<file path="src/rtl/core/lsra_pkg.sv">
// Shared types and constants for the linear scan register allocator.
// Holds the controller states, command and status words, outcome codes
// and configuration register indexes; no dependencies.
package lsra_pkg;

  // Register file size, fixed by the 4-bit register index
  localparam int NUM_REG_SLOTS = 16;
  localparam int REG_IDX_W     = 4;

  // Length term of the interval value is (end - start) / 4
  localparam int LEN_SHIFT = 2;

  // Configuration port
  localparam int CFG_IDX_W  = 3;
  localparam int CFG_DATA_W = 16;

  localparam logic [CFG_IDX_W-1:0] CFG_LOOP_WEIGHT_THR = 3'd0;
  localparam logic [CFG_IDX_W-1:0] CFG_SAVE_RESTORE    = 3'd1;
  localparam logic [CFG_IDX_W-1:0] CFG_MIN_REPEAT_USES = 3'd2;
  localparam logic [CFG_IDX_W-1:0] CFG_CALL_CROSS_WT   = 3'd3;
  localparam logic [CFG_IDX_W-1:0] CFG_CALLER_MAX_WT   = 3'd4;

  // Reset values of the configuration registers
  localparam logic [15:0] RST_LOOP_WEIGHT_THR = 16'd30;
  localparam logic [15:0] RST_SAVE_RESTORE    = 16'd2;
  localparam logic [7:0]  RST_MIN_REPEAT_USES = 8'd2;
  localparam logic [7:0]  RST_CALL_CROSS_WT   = 8'd25;
  localparam logic [15:0] RST_CALLER_MAX_WT   = 16'd5;

  typedef struct packed {
    logic [15:0] loop_weight_threshold;
    logic [15:0] save_restore_cost;
    logic [7:0]  min_repeat_uses;
    logic [7:0]  call_crossing_weight;
    logic [15:0] caller_max_weight;
  } cfg_t;

  typedef enum logic [2:0] {
    OUT_FILTERED        = 3'd0,
    OUT_FREE_REG        = 3'd1,
    OUT_SPILL_NO_CALLEE = 3'd2,
    OUT_SPILL_LOST      = 3'd3,
    OUT_EVICT           = 3'd4
  } outcome_e;

  typedef enum logic [2:0] {
    S_IDLE,
    S_MUL,
    S_SUM,
    S_EXPIRE,
    S_PICK,
    S_VICTIM,
    S_DECIDE,
    S_DONE
  } state_e;

  // Controller to datapath
  typedef struct packed {
    logic load;
    logic mul;
    logic sum;
    logic idx_clr;
    logic expire;
    logic pick;
    logic victim;
    logic decide;
    logic emit;
  } cmd_t;

  // Datapath to controller
  typedef struct packed {
    logic profitable;
    logic idx_last;
    logic pick_found;
    logic any_free;
    logic out_free;
  } status_t;

endpackage

</file>
<file path="src/rtl/core/lsra_cfg.sv">
// Configuration register bank of the linear scan register allocator.
// Depends on lsra_pkg for register indexes, reset values and cfg_t.
module lsra_cfg (
  input  logic                           clk_i,
  input  logic                           rst_ni,
  input  logic                           cfg_valid_i,
  output logic                           cfg_ready_o,
  input  logic [lsra_pkg::CFG_IDX_W-1:0] cfg_index_i,
  input  logic [lsra_pkg::CFG_DATA_W-1:0] cfg_data_i,
  output lsra_pkg::cfg_t                 cfg_o
);
  import lsra_pkg::*;

  cfg_t cfg_q, cfg_d;

  // Always take a word; writes must happen only while the block is idle, and the block does not enforce it
  assign cfg_ready_o = 1'b1;

  // Decode the register index; unknown indexes are dropped
  always_comb begin
    cfg_d = cfg_q;
    if (cfg_valid_i) begin
      unique case (cfg_index_i)
        CFG_LOOP_WEIGHT_THR: cfg_d.loop_weight_threshold = cfg_data_i;
        CFG_SAVE_RESTORE:    cfg_d.save_restore_cost     = cfg_data_i;
        CFG_MIN_REPEAT_USES: cfg_d.min_repeat_uses       = cfg_data_i[7:0];
        CFG_CALL_CROSS_WT:   cfg_d.call_crossing_weight  = cfg_data_i[7:0];
        CFG_CALLER_MAX_WT:   cfg_d.caller_max_weight     = cfg_data_i;
        default: ;
      endcase
    end
  end

  always_ff @(posedge clk_i or negedge rst_ni) begin
    if (!rst_ni) begin
      cfg_q.loop_weight_threshold <= RST_LOOP_WEIGHT_THR;
      cfg_q.save_restore_cost     <= RST_SAVE_RESTORE;
      cfg_q.min_repeat_uses       <= RST_MIN_REPEAT_USES;
      cfg_q.call_crossing_weight  <= RST_CALL_CROSS_WT;
      cfg_q.caller_max_weight     <= RST_CALLER_MAX_WT;
    end else begin
      cfg_q <= cfg_d;
    end
  end

  assign cfg_o = cfg_q;

endmodule

</file>
<file path="src/rtl/core/lsra_ctrl.sv">
// Sequencing controller of the linear scan register allocator.
// Depends on lsra_pkg for state_e, cmd_t and status_t.
module lsra_ctrl (
  input  logic              clk_i,
  input  logic              rst_ni,
  input  logic              in_valid_i,
  output logic              in_stall_o,
  input  lsra_pkg::status_t status_i,
  output lsra_pkg::cmd_t    cmd_o
);
  import lsra_pkg::*;

  state_e state_q, state_d;

  always_ff @(posedge clk_i or negedge rst_ni) begin
    if (!rst_ni) begin
      state_q <= S_IDLE;
    end else begin
      state_q <= state_d;
    end
  end

  // Next state and datapath commands
  always_comb begin
    state_d    = state_q;
    cmd_o      = '0;
    in_stall_o = 1'b1;
    unique case (state_q)
      S_IDLE: begin
        in_stall_o = 1'b0;
        if (in_valid_i) begin
          cmd_o.load = 1'b1;
          state_d    = S_MUL;
        end
      end
      S_MUL: begin
        cmd_o.mul = 1'b1;
        state_d   = S_SUM;
      end
      S_SUM: begin
        cmd_o.sum     = 1'b1;
        cmd_o.idx_clr = 1'b1;
        state_d       = status_i.profitable ? S_EXPIRE : S_DONE;
      end
      S_EXPIRE: begin
        cmd_o.expire = 1'b1;
        if (status_i.idx_last) begin
          cmd_o.idx_clr = 1'b1;
          state_d       = S_PICK;
        end
      end
      S_PICK: begin
        cmd_o.pick = 1'b1;
        if (status_i.pick_found || status_i.any_free) begin
          state_d = S_DONE;
        end else begin
          state_d = S_VICTIM;
        end
      end
      S_VICTIM: begin
        cmd_o.victim = 1'b1;
        if (status_i.idx_last) begin
          state_d = S_DECIDE;
        end
      end
      S_DECIDE: begin
        cmd_o.decide = 1'b1;
        state_d      = S_DONE;
      end
      S_DONE: begin
        // Hand the result to the output register once it is free
        if (status_i.out_free) begin
          cmd_o.emit = 1'b1;
          state_d    = S_IDLE;
        end
      end
      default: state_d = S_IDLE;
    endcase
  end

endmodule

</file>
<file path="src/rtl/core/lsra_dp.sv">
// Datapath of the linear scan register allocator: input latch, interval
// value, busy mask, holder store, scan index, victim tracking and output
// register. Depends on lsra_pkg for cfg_t, cmd_t, status_t and outcomes.
module lsra_dp #(
  parameter int CALLER_REGS = 5,
  parameter int CALLEE_REGS = 11,
  parameter int POS_BITS    = 16,
  parameter int VREG_BITS   = 12
) (
  input  logic                 clk_i,
  input  logic                 rst_ni,
  input  lsra_pkg::cfg_t       cfg_i,
  input  lsra_pkg::cmd_t       cmd_i,
  output lsra_pkg::status_t    status_o,
  input  logic                 new_function_i,
  input  logic [VREG_BITS-1:0] vreg_id_i,
  input  logic [POS_BITS-1:0]  start_pos_i,
  input  logic [POS_BITS-1:0]  end_pos_i,
  input  logic [15:0]          spill_weight_i,
  input  logic [7:0]           use_count_i,
  input  logic [7:0]           call_crossings_i,
  input  logic                 loop_carried_i,
  output logic                 out_valid_o,
  input  logic                 out_stall_i,
  output logic [VREG_BITS-1:0] out_vreg_id_o,
  output logic [2:0]           outcome_o,
  output logic [3:0]           reg_index_o,
  output logic                 evicted_valid_o,
  output logic [VREG_BITS-1:0] evicted_vreg_o
);
  import lsra_pkg::*;

  localparam int NREGS_RAW = CALLER_REGS + CALLEE_REGS;
  localparam int NREGS     = (NREGS_RAW > NUM_REG_SLOTS) ? NUM_REG_SLOTS : NREGS_RAW;
  localparam int LEN_W     = POS_BITS - LEN_SHIFT;
  localparam int COST_W    = (POS_BITS - 1 > 18) ? POS_BITS - 1 : 18;
  localparam logic [REG_IDX_W-1:0] LAST_IDX = REG_IDX_W'(NREGS - 1);

  // True when holder a is worth less than holder b
  function automatic logic less_valuable(
    input logic signed [COST_W-1:0] ca, input logic [POS_BITS-1:0] ea,
    input logic [VREG_BITS-1:0] va,
    input logic signed [COST_W-1:0] cb, input logic [POS_BITS-1:0] eb,
    input logic [VREG_BITS-1:0] vb
  );
    logic res;
    if (ca != cb) begin
      res = (ca < cb);
    end else if (ea != eb) begin
      res = (ea > eb);
    end else begin
      res = (va > vb);
    end
    return res;
  endfunction

  // Latched word
  logic [VREG_BITS-1:0] vreg_q;
  logic [POS_BITS-1:0]  start_q, end_q;
  logic [15:0]          weight_q;
  logic [7:0]           uses_q, cross_q;
  logic                 loop_q;

  // Interval value pieces
  logic [15:0]              prod_q;
  logic [LEN_W-1:0]         len_q;
  logic                     profit_q, need_callee_q;
  logic signed [COST_W-1:0] cost_q;

  // Allocation state
  logic [NUM_REG_SLOTS-1:0] busy_q, busy_d;
  logic [POS_BITS-1:0]      holder_end_q  [NUM_REG_SLOTS];
  logic [COST_W-1:0]        holder_cost_q [NUM_REG_SLOTS];
  logic [VREG_BITS-1:0]     holder_vreg_q [NUM_REG_SLOTS];
  logic [REG_IDX_W-1:0]     idx_q;

  // Victim tracking
  logic signed [COST_W-1:0] best_cost_q;
  logic [POS_BITS-1:0]      best_end_q;
  logic [VREG_BITS-1:0]     best_vreg_q;
  logic [REG_IDX_W-1:0]     best_idx_q;

  // Pending result and output register
  outcome_e             res_outcome_q;
  logic [3:0]           res_reg_q;
  logic                 res_ev_valid_q;
  logic [VREG_BITS-1:0] res_ev_vreg_q;
  logic                 out_valid_q;
  logic [VREG_BITS-1:0] out_vreg_q, out_ev_vreg_q;
  logic [2:0]           out_outcome_q;
  logic [3:0]           out_reg_q;
  logic                 out_ev_valid_q;

  // Combinational helpers
  logic                     callee_ok, caller_ok;
  logic [POS_BITS-1:0]      diff;
  logic [COST_W-1:0]        cost_sum;
  logic [NUM_REG_SLOTS-1:0] region, free_pick, free_all;
  logic [REG_IDX_W-1:0]     pick_idx;
  logic                     pick_found;
  logic signed [COST_W-1:0] rd_cost;
  logic                     victim_take, evict_win;
  logic                     hold_we;
  logic [REG_IDX_W-1:0]     hold_waddr;

  // Profitability of the latched interval
  always_comb begin
    callee_ok = (uses_q != 8'd0) &&
                ((cross_q != 8'd0) ||
                 (weight_q >= cfg_i.loop_weight_threshold) ||
                 ((weight_q > cfg_i.save_restore_cost) &&
                  (uses_q >= cfg_i.min_repeat_uses)));
    caller_ok = (uses_q != 8'd0) && (weight_q <= cfg_i.caller_max_weight) &&
                (cross_q == 8'd0) && !loop_q;
  end

  assign diff     = end_q - start_q;
  assign cost_sum = COST_W'(weight_q) + COST_W'(prod_q) - COST_W'(len_q);

  // Candidate masks and lowest free register
  always_comb begin
    for (int r = 0; r < NUM_REG_SLOTS; r++) begin
      region[r] = (r < NREGS) && (!need_callee_q || (r >= CALLER_REGS));
      free_all[r] = (r < NREGS) && !busy_q[r];
    end
    free_pick  = free_all & region;
    pick_found = |free_pick;
    pick_idx   = '0;
    for (int r = NUM_REG_SLOTS - 1; r >= 0; r--) begin
      if (free_pick[r]) begin
        pick_idx = REG_IDX_W'(r);
      end
    end
  end

  assign rd_cost     = $signed(holder_cost_q[idx_q]);
  assign victim_take = (idx_q == '0) ||
                       less_valuable(rd_cost, holder_end_q[idx_q], holder_vreg_q[idx_q],
                                     best_cost_q, best_end_q, best_vreg_q);
  assign evict_win   = less_valuable(best_cost_q, best_end_q, best_vreg_q,
                                     cost_q, end_q, vreg_q);

  // Holder write port
  always_comb begin
    hold_we    = 1'b0;
    hold_waddr = pick_idx;
    if (cmd_i.pick && pick_found) begin
      hold_we = 1'b1;
    end else if (cmd_i.decide && evict_win) begin
      hold_we    = 1'b1;
      hold_waddr = best_idx_q;
    end
  end

  // Busy mask: clear on new function, drop expired, set on allocation
  always_comb begin
    busy_d = busy_q;
    if (cmd_i.load && new_function_i) begin
      busy_d = '0;
    end
    if (cmd_i.expire && busy_q[idx_q] && (holder_end_q[idx_q] < start_q)) begin
      busy_d[idx_q] = 1'b0;
    end
    if (hold_we) begin
      busy_d[hold_waddr] = 1'b1;
    end
  end

  always_ff @(posedge clk_i or negedge rst_ni) begin
    if (!rst_ni) begin
      busy_q <= '0;
    end else begin
      busy_q <= busy_d;
    end
  end

  // Holder store, written on allocation only
  always_ff @(posedge clk_i) begin
    if (hold_we) begin
      holder_end_q[hold_waddr]  <= end_q;
      holder_cost_q[hold_waddr] <= cost_q;
      holder_vreg_q[hold_waddr] <= vreg_q;
    end
  end

  // Scan index
  always_ff @(posedge clk_i or negedge rst_ni) begin
    if (!rst_ni) begin
      idx_q <= '0;
    end else if (cmd_i.idx_clr) begin
      idx_q <= '0;
    end else if (cmd_i.expire || cmd_i.victim) begin
      idx_q <= idx_q + 1'b1;
    end
  end

  // Input latch, value computation, victim tracking and pending result
  always_ff @(posedge clk_i) begin
    if (cmd_i.load) begin
      vreg_q         <= vreg_id_i;
      start_q        <= start_pos_i;
      end_q          <= end_pos_i;
      weight_q       <= spill_weight_i;
      uses_q         <= use_count_i;
      cross_q        <= call_crossings_i;
      loop_q         <= loop_carried_i;
      res_outcome_q  <= OUT_FILTERED;
      res_reg_q      <= '0;
      res_ev_valid_q <= 1'b0;
      res_ev_vreg_q  <= '0;
    end
    if (cmd_i.mul) begin
      prod_q        <= 16'(cross_q) * 16'(cfg_i.call_crossing_weight);
      len_q         <= (end_q > start_q) ? diff[POS_BITS-1:LEN_SHIFT] : '0;
      profit_q      <= callee_ok || caller_ok;
      need_callee_q <= (cross_q != 8'd0) || loop_q;
    end
    if (cmd_i.sum) begin
      cost_q <= $signed(cost_sum);
    end
    if (cmd_i.pick) begin
      if (pick_found) begin
        res_outcome_q <= OUT_FREE_REG;
        res_reg_q     <= 4'(pick_idx);
      end else begin
        res_outcome_q <= OUT_SPILL_NO_CALLEE;
      end
    end
    if (cmd_i.victim && victim_take) begin
      best_cost_q <= rd_cost;
      best_end_q  <= holder_end_q[idx_q];
      best_vreg_q <= holder_vreg_q[idx_q];
      best_idx_q  <= idx_q;
    end
    if (cmd_i.decide) begin
      if (evict_win) begin
        res_outcome_q  <= OUT_EVICT;
        res_reg_q      <= 4'(best_idx_q);
        res_ev_valid_q <= 1'b1;
        res_ev_vreg_q  <= best_vreg_q;
      end else begin
        res_outcome_q <= OUT_SPILL_LOST;
      end
    end
  end

  // Output register
  always_ff @(posedge clk_i or negedge rst_ni) begin
    if (!rst_ni) begin
      out_valid_q <= 1'b0;
    end else if (cmd_i.emit) begin
      out_valid_q <= 1'b1;
    end else if (!out_stall_i) begin
      out_valid_q <= 1'b0;
    end
  end

  always_ff @(posedge clk_i) begin
    if (cmd_i.emit) begin
      out_vreg_q     <= vreg_q;
      out_outcome_q  <= res_outcome_q;
      out_reg_q      <= res_reg_q;
      out_ev_valid_q <= res_ev_valid_q;
      out_ev_vreg_q  <= res_ev_vreg_q;
    end
  end

  assign out_valid_o     = out_valid_q;
  assign out_vreg_id_o   = out_vreg_q;
  assign outcome_o       = out_outcome_q;
  assign reg_index_o     = out_reg_q;
  assign evicted_valid_o = out_ev_valid_q;
  assign evicted_vreg_o  = out_ev_vreg_q;

  // Status back to the controller
  assign status_o.profitable = profit_q;
  assign status_o.idx_last   = (idx_q == LAST_IDX);
  assign status_o.pick_found = pick_found;
  assign status_o.any_free   = |free_all;
  assign status_o.out_free   = !out_valid_q || !out_stall_i;

endmodule

</file>
<file path="src/rtl/core/linear_scan_register_allocator_top.sv">
// Top level of the linear scan register allocator.
// Depends on lsra_pkg, lsra_cfg, lsra_ctrl and lsra_dp.
//
// Usage:
//   Live intervals enter on the input channel (in_valid_i / in_stall_o),
//   sorted by start, end and id; new_function_i frees every register first.
//   Each word yields exactly one result word on the output channel
//   (out_valid_o / out_stall_i): outcome, register given and any evicted
//   holder. Configuration words go in through cfg_valid_i / cfg_ready_o
//   with a register index and data, only while the block is idle.
//   After accept, the interval value is built in a product and a sum step;
//   a filtered interval then goes to the result. Others make one pass over
//   the holders to expire and pick a free register; when none is free, a
//   second pass picks the victim before the evict or spill decision, each
//   pass reading one holder per cycle.
//   One interval is in work at a time; the next is accepted from the cycle
//   after its result has moved to the output register, even if that one is
//   stalled. A stalled result holds on the output until taken.
//   Reset frees all registers, clears the output and loads the default
//   configuration; no clearing pass is needed.
module linear_scan_register_allocator_top #(
  parameter int CALLER_REGS = 5,
  parameter int CALLEE_REGS = 11,
  parameter int POS_BITS    = 16,
  parameter int VREG_BITS   = 12
) (
  input  logic                            clk_i,
  input  logic                            rst_ni,
  input  logic                            in_valid_i,
  output logic                            in_stall_o,
  input  logic                            new_function_i,
  input  logic [VREG_BITS-1:0]            vreg_id_i,
  input  logic [POS_BITS-1:0]             start_pos_i,
  input  logic [POS_BITS-1:0]             end_pos_i,
  input  logic [15:0]                     spill_weight_i,
  input  logic [7:0]                      use_count_i,
  input  logic [7:0]                      call_crossings_i,
  input  logic                            loop_carried_i,
  output logic                            out_valid_o,
  input  logic                            out_stall_i,
  output logic [VREG_BITS-1:0]            out_vreg_id_o,
  output logic [2:0]                      outcome_o,
  output logic [3:0]                      reg_index_o,
  output logic                            evicted_valid_o,
  output logic [VREG_BITS-1:0]            evicted_vreg_o,
  input  logic                            cfg_valid_i,
  output logic                            cfg_ready_o,
  input  logic [lsra_pkg::CFG_IDX_W-1:0]  cfg_index_i,
  input  logic [lsra_pkg::CFG_DATA_W-1:0] cfg_data_i
);
  import lsra_pkg::*;

  cfg_t    cfg;
  cmd_t    cmd;
  status_t status;

  lsra_cfg u_cfg (
    .clk_i       (clk_i),
    .rst_ni      (rst_ni),
    .cfg_valid_i (cfg_valid_i),
    .cfg_ready_o (cfg_ready_o),
    .cfg_index_i (cfg_index_i),
    .cfg_data_i  (cfg_data_i),
    .cfg_o       (cfg)
  );

  lsra_ctrl u_ctrl (
    .clk_i      (clk_i),
    .rst_ni     (rst_ni),
    .in_valid_i (in_valid_i),
    .in_stall_o (in_stall_o),
    .status_i   (status),
    .cmd_o      (cmd)
  );

  lsra_dp #(
    .CALLER_REGS (CALLER_REGS),
    .CALLEE_REGS (CALLEE_REGS),
    .POS_BITS    (POS_BITS),
    .VREG_BITS   (VREG_BITS)
  ) u_dp (
    .clk_i            (clk_i),
    .rst_ni           (rst_ni),
    .cfg_i            (cfg),
    .cmd_i            (cmd),
    .status_o         (status),
    .new_function_i   (new_function_i),
    .vreg_id_i        (vreg_id_i),
    .start_pos_i      (start_pos_i),
    .end_pos_i        (end_pos_i),
    .spill_weight_i   (spill_weight_i),
    .use_count_i      (use_count_i),
    .call_crossings_i (call_crossings_i),
    .loop_carried_i   (loop_carried_i),
    .out_valid_o      (out_valid_o),
    .out_stall_i      (out_stall_i),
    .out_vreg_id_o    (out_vreg_id_o),
    .outcome_o        (outcome_o),
    .reg_index_o      (reg_index_o),
    .evicted_valid_o  (evicted_valid_o),
    .evicted_vreg_o   (evicted_vreg_o)
  );

endmodule

</file>
<file path="config.mk">
export PLATFORM = sky130hd
export DESIGN_NAME = linear_scan_register_allocator_top
export DESIGN_NICKNAME = d
export VERILOG_FILES = /design/src/rtl/core/lsra_pkg.sv /design/src/rtl/core/lsra_cfg.sv /design/src/rtl/core/lsra_ctrl.sv /design/src/rtl/core/lsra_dp.sv /design/src/rtl/core/linear_scan_register_allocator_top.sv
export SDC_FILE = /design/constraint.sdc
export NUM_CORES = 1
export LEC_CHECK = 0
export BUFFER_PORTS_ARGS = -buffer_cell sky130_fd_sc_hd__clkbuf_2
export CAP_MARGIN = 20
export CORE_MARGIN = 2
export CORE_UTILIZATION = 62
export CTS_CLUSTER_SIZE = 24
export DETAILED_ROUTE_END_ITERATION = 8
export PLACE_DENSITY = 0.78
export SLEW_MARGIN = 20
export SYNTH_ARGS = -nofsm -noshare
export SYNTH_HDL_FRONTEND = slang
export SYNTH_SLANG_ARGS = --single-unit
</file>
<file path="constraint.sdc">
create_clock -name clk_i -period 10.37 [get_ports clk_i]
set_input_delay 2.5925 -clock clk_i [delete_from_list [all_inputs] [get_ports clk_i]]
set_output_delay 2.5925 -clock clk_i [all_outputs]
set_load 0.03 [all_outputs]
</file>
After elaboration in Yosys (flattened, before gate mapping)
Memories as Yosys holds them, arrays and structs flattened.
Index checks and enable logic that the tools add are counted.
W data, S select, Z words.
{"block": "op_classes", "add_sub_neg": 4, "mul": 1, "n_div": 0, "n_lt_le_gt_ge": 16, "eq_ne": 21, "shift": 0, "n_mux": 75, "n_bitwise": 4, "reduce_logical": 57}
{"operator": "$mux W4", "count": 25}
{"operator": "$gt A16 B16 Y1", "count": 4}
{"operator": "$mux W16", "count": 3}
{"operator": "$lt A18 B18 Y1", "count": 2}
{"operator": "$mux W12", "count": 3}
{"operator": "$ne A18 B18 Y1", "count": 2}
{"operator": "$and A16 B16 Y16", "count": 2}
{"operator": "$ne A16 B16 Y1", "count": 2}
{"operator": "$reduce_or A16 Y1", "count": 2}
{"operator": "$mux W1", "count": 28}
{"operator": "$mux W3", "count": 9}
{"operator": "$gt A12 B12 Y1", "count": 2}
{"operator": "$pmux W3 S8", "count": 1}
{"operator": "$logic_not A1 Y1", "count": 20}
{"operator": "$sub A18 B14 Y18", "count": 1}
{"operator": "$add A16 B16 Y17", "count": 1}
{"operator": "$ge A16 B16 Y1", "count": 1}
{"operator": "$le A16 B16 Y1", "count": 1}
{"operator": "$lt A16 B16 Y1", "count": 1}
{"operator": "$mul A8 B8 Y16", "count": 1}
{"operator": "$not A16 Y16", "count": 1}
{"operator": "$or A16 B16 Y16", "count": 1}
{"operator": "$reduce_bool A8 Y1", "count": 2}
{"operator": "$sub A16 B16 Y16", "count": 1}
{"operator": "23 further kinds", "count": 62}
{"block": "word_totals", "ff_bits": 317, "latchBits": 0, "mem_bits_rw": 736, "mem_bits_ro": 0, "in_bits": 102, "elab_cells": 215, "memories": 3}
{"name": "u_dp.holder_cost_q", "words": 16, "width": 18, "read_ports": 1, "rd_clocked_by_memory_dff": 0, "wr": 1, "line": "lsra_dp.sv:73", "text": "logic [COST_W-1:0] holder_cost_q [NUM_REG_SLOTS];"}
{"name": "u_dp.holder_end_q", "words": 16, "width": 16, "read_ports": 1, "rd_clocked_by_memory_dff": 0, "wr": 1, "line": "lsra_dp.sv:72", "text": "logic [POS_BITS-1:0] holder_end_q [NUM_REG_SLOTS];"}
{"name": "u_dp.holder_vreg_q", "words": 16, "width": 12, "read_ports": 1, "rd_clocked_by_memory_dff": 0, "wr": 1, "line": "lsra_dp.sv:74", "text": "logic [VREG_BITS-1:0] holder_vreg_q [NUM_REG_SLOTS];"}

Longest topological paths before layout
{"block": "depth", "depth_word": 26, "ltp_mapped": 19, "depth_no_buf": 19}

Cells and area by module
Synthesis repeated with hierarchy kept, for this count alone.
{"block": "unflattened", "hier_cells": 2738, "area_unflattened_um2": 46905.0}
{"mod": "lsra_dp", "instances": 1, "cells_per_inst": 2562, "area_each_um2": 44189.9}
{"mod": "lsra_cfg", "instances": 1, "cells_per_inst": 141, "area_each_um2": 2454.9}
{"mod": "lsra_ctrl", "instances": 1, "cells_per_inst": 35, "area_each_um2": 260.2}

Worst setup path before layout
OpenSTA, ideal clock, no wires.
{"block": "synth_timing", "kind": "register -> register", "from": "register u_dp.idx_q[0]", "to": "register u_dp.best_cost_q[0] (enable)", "setup_ns": 0.474, "t_arrival_ns": 6.739, "setup_slack_ns": 3.156, "stages_incl_launch_ff": 15, "cell_sequence": "dfrtp_1 > buf_4 > buf_1 > buf_1 > mux4_2 > mux4_2 > ha_1 > a21o_1 > a21o_1 > a211oi_1 > o21ai_1 > a2111oi_0 > a21oi_1 > a311o_1 > a21oi_1"}
{"block": "synth_via", "elab_cells_between_ends": 13, "cone_classes": "order compare (3); eq/ne (2); mux (2); reduce/logical (3); memory (3)"}
{"element": "from (decl)", "line": "lsra_dp.sv:75", "text": "logic [REG_IDX_W-1:0] idx_q;"}
{"element": "from (signal assigned)", "line": "lsra_dp.sv:193", "text": "idx_q <= idx_q + 1'b1;"}
{"element": "$mem_v2 Z16 W18 *"}
{"element": "net u_dp.rd_cost[3]", "line": "lsra_dp.sv:101", "text": "logic signed [COST_W-1:0] rd_cost;"}
{"element": "$lt A18 B18 Y1 / $ne A18 B18 Y1 (equally long branches)", "line": "lsra_dp.sv:48, lsra_dp.sv:47"}
{"element": "$mux W1 *", "line": "lsra_dp.sv:47", "text": "if (ca != cb) begin"}
{"element": "$logic_or A1 B1 Y1 *", "line": "lsra_dp.sv:137", "text": "assign victim_take = (idx_q == '0) ||"}
{"element": "$logic_and A1 B1 Y1 *", "line": "lsra_dp.sv:229", "text": "if (cmd_i.victim && victim_take) begin"}
{"element": "to (signal assigned)", "line": "lsra_dp.sv:230", "text": "best_cost_q <= rd_cost;"}
{"element": "to (decl)", "line": "lsra_dp.sv:78", "text": "logic signed [COST_W-1:0] best_cost_q;"}
Mark *: on every way through the listed nets, which the timed path passes. The rest lies on a longest branch.
A chain may end at the register's enable or synchronous reset.

Final worst setup path
{"block": "layout_timing", "from": "register u_dp.idx_q[0]", "to": "register u_dp.best_end_q[4], read port of u_dp.holder_end_q (enable)"}
{"block": "layout_via", "elab_cells_between_ends": 13, "cone_classes": "order compare (3); eq/ne (2); mux (2); reduce/logical (3); memory (3)"}
{"element": "$mem_v2 Z16 W18 *"}
{"element": "net u_dp.rd_cost[3]", "line": "lsra_dp.sv:101"}
{"element": "$lt A18 B18 Y1 / $ne A18 B18 Y1 (equally long branches)", "line": "lsra_dp.sv:48, lsra_dp.sv:47"}
{"element": "$mux W1 *", "line": "lsra_dp.sv:47"}
{"element": "$logic_or A1 B1 Y1 *", "line": "lsra_dp.sv:137"}
{"element": "$logic_and A1 B1 Y1 *", "line": "lsra_dp.sv:229"}
{"element": "to (decl)", "line": "lsra_dp.sv:79", "text": "logic [POS_BITS-1:0] best_end_q;"}
Marked as above.

==> results_dict.tcl <==
set metrics [dict create \
    portBuffers 135 \
    routed_wl_um 110000 \
    dpl_worst_slack_ps 4050 \
    drtAntennaViolNets 0 \
    layout_setup_ws_ps 4050 \
    area_delta_synth_final_pct 11.8 \
    cts_root_buf "clkbuf_16" \
    yosys.area_share.adder 0.0829 \
    grt_antenna_before_repair 2 \
    cp.arrival_ps 6610 \
    postLayoutCellArea_um2 52300 \
    switching_share 0.328 \
    p_switching_mw 4.71 \
    drtIter0Drc 2944 \
    peakVddDrop_v 0.000181 \
    syn_nets 3217 \
    insertion_delay_ps 670 \
    syn_inst 2828 \
    h-tree-depth 3 \
    hold_class "flip-flop to flip-flop" \
    hold_violations 0 \
    synth-seq-area-share 0.663 \
    ys_types 66 \
    grt_use_total 0.288 \
    first_pass_iters 5 \
    post-cts-setup-buffer-count 0 \
    drive_gt1_frac 0.202 \
    dieHeight_um 279 \
    ys.flop_type "edfxtp_1" \
    cts_tree "built" \
    fmax_mhz 158 \
    synth.cell_area_um2 46800 \
    antenna_cells 0 \
    synth_compound_gate_area_share 0.0512 \
    muxShareOfSynthArea 0.117 \
    start_util 0.627 \
    drv_slew 0 \
    die_w_um 279 \
    setup_viol_count_final 0 \
    cp_max_fo 111 \
    tightestPinTransition_ps 1110 \
    yosys_warnings 0 \
    powerDensity_nw_per_um2 275 \
    drcViolationCount 0 \
    p_clk_frac 0.269 \
    dp_hpwl_um 62800 \
    wl_per_cell_um 26.9 \
    finalNetCount 3408 \
    crit_required_ps 10660 \
    dieArea_um2 77700 \
    synth_xor_area_frac 0.00768 \
    critPathCaptureType "flip-flop" \
    postCtsHoldBufs 0 \
    grt_pass1_vias 27100 \
    vias 26200 \
    cts_buffer_depth 3 \
    comb_power_share 0.318 \
    async_flop_share 0.0836 \
    num_rows 100 \
    p_seq_frac 0.414 \
    finalSetupTns_ps 0 \
    yosys_register_bits 1053 \
    max-cap-violations 0 \
    ioPinCount 137 \
    finalCriticalPeriod_ps 6320 \
    viasPerCell 6.43 \
    grt_max_degree 161 \
    p_int_mw 9.66 \
    cts_buffers 101 \
    critical_path_class "flip-flop to flip-flop" \
    slew-limit-headroom 0.263 \
    power.leakage_nw 19.1 \
    grt_pass1_wl_um 166000 \
    path_clk_slew_ps 60 \
    skew_ps 32.5 \
    numClockSinks 1053 \
    dpl_cell_area_um2 48800 \
    gp_congestion 0.918 \
    status "finished, final reports clean" \
    core_area_um2 74600 \
    critPathLaunchType "flip-flop" \
    fin_util 0.701 \
    grt_overflow 0 \
    cts.repair.resized 0 \
    synth_top_family_by_area "multiplexers" \
    avgSynthCellArea_um2 16.5 \
    synth_edf_count 948 \
    fin_cells 4073 \
    fin_crit_sh 0.609 \
    dp.cells 3885 \
    rsz0062_at_grt "false" \
    synth-simple-area-share 0.0514 \
]
==> final timing paths <==
check,start,end,slack (ps),cells past startpoint
worst min register to register,u_dp.res_outcome_q[0],u_dp.outcome_o[0],430,0
max in group asynchronous,rst_ni,u_dp.idx_q[0],7320,2
worst min-delay path,u_dp.res_outcome_q[0],u_dp.outcome_o[0],430,0
min in group asynchronous,rst_ni,u_cfg.cfg_o[36],1850,1
worst max register to register,u_dp.idx_q[0],u_dp.best_end_q[4],4050,13
worst max-delay path,u_dp.idx_q[0],u_dp.best_end_q[4],4050,13
==> Yosys cell counts (all sizes together) (6+ instances only) <==
library cell / n / area [µm²]
nor2: 89 / 334
nand3: 23 / 115
a21oi: 65 / 337
a211oi: 17 / 128
dfrtp: 77 / 1930
dfstp: 11 / 289
a221o: 7 / 70.1
and3: 14 / 87.6
mux4: 235 / 5290
o41ai: 6 / 52.6
a22o: 11 / 96.3
dfxtp: 17 / 340
buf: 24 / 105
a21boi: 7 / 52.6
o21a: 20 / 150
nor4: 8 / 50.1
mux2: 12 / 135
nor2b: 26 / 163
nand4: 36 / 225
fa: 38 / 761
clkbuf: 56 / 210
ha: 249 / 3120
xor2: 13 / 114
edfxtp: 948 / 28500
and2: 60 / 375
nor3: 24 / 120
nand2: 164 / 616
o21ai: 136 / 681
inv: 250 / 938
xnor2: 28 / 245
a21o: 49 / 368
a31oi: 14 / 87.6
nand2b: 25 / 156
==> area by class of cell <==
cell class              count  area (µm²)
clock buffers             116        2690
clock inverters            72         827
fillers                  4620       22300
inverters                 250         941
multi-input cells        1445       14700
flip-flops and latches   1053       31000
well taps                 969        1210
repair buffers            168         951
==> critical path, stage by stage, from the launching register on <==
cell       delay (ps)
dfrtp_4           940
buf_12            680
mux4_2            620
mux4_2            540
ha_1              340
a21o_1            180
a21o_1            180
a211oi_1          310
o21ai_1           140
a2111oi_0         410
a21oi_1            80
a311o_1           410
a21oi_4           410
buf_4             590
==> layer usage <==
| layer | up-vias | global-route usage | wire length [µm] |
|---|---|---|---|
| met5 | - | 0 | 0 |
| met4 | 0 | 0.0915 | 3050 |
| met3 | 217 | 0.0405 | 8410 |
| met2 | 1268 | 0.493 | 56200 |
| met1 | 13400 | 0.388 | 42000 |
| li1 | 11300 | - | - |
==> cell usage in the layout (no fill, tap or decap), types with 17 or more instances in the layout <==
master / Yosys / final
edfxtp_1: 948 / 948
ha_1: 249 / 249
inv_1: 249 / 248
mux4_2: 235 / 235
nand2_1: 164 / 163
clkbuf_2: 0 / 134
o21ai_0: 108 / 108
clkbuf_16: 0 / 103
nor2_1: 89 / 89
dfrtp_1: 77 / 73
a21oi_1: 64 / 62
and2_1: 60 / 60
a21o_1: 49 / 49
fa_1: 38 / 38
nand4_1: 36 / 36
buf_4: 2 / 32
xnor2_1: 28 / 28
clkinv_2: 0 / 27
nor2b_1: 26 / 26
nand2b_1: 25 / 25
o21ai_1: 28 / 24
nand3_1: 23 / 23
nor3_1: 24 / 23
o21a_1: 20 / 20
a211oi_1: 17 / 17
dfxtp_1: 17 / 17
==> power groups by stage <==
stage                     Combinational [mW]  Sequential, mW  Clock (mW)
after global routing                    4.99            6.00        4.05
after global placement                  4.32            5.98           0
after detailed placement                4.47            6.01           0
final                                   4.56            5.94        3.86
after CTS                               4.55            5.93        3.89
after floorplan                         3.30            5.78           0
==> flip-flops by register name, indices dropped and copies added, names as in the netlist, 18 cells and up <==
name and flops:
u_dp.holder_cost_q 288, u_dp.holder_end_q 256, u_dp.best_cost_q 18, u_dp.holder_vreg_q 192
u_dp.cost_q 18, u_cfg.cfg_o 64
==> stage by stage <==
step | total power, mW | hold WS, ps
2_1_floorplan | 9.08 | 400
3_3_place_gp | 10.3 | 407
3_5_place_dp | 10.5 | 410
4_1_cts | 14.4 | 426
5_1_grt | 15.0 | 439
6_report | 14.4 | 428
==> kinds of logic after synthesis <==
logic type               Yosys count
AO/OA/AOI/OAI                    375
XOR/XNOR                          41
other                              1
multiplexers                     250
flip-flops                      1053
buffers and inverters            330
AND/OR/NAND/NOR                  491
adder cells (fa/ha/maj)          287
Note: power is estimated with default switching activity, not from simulation.
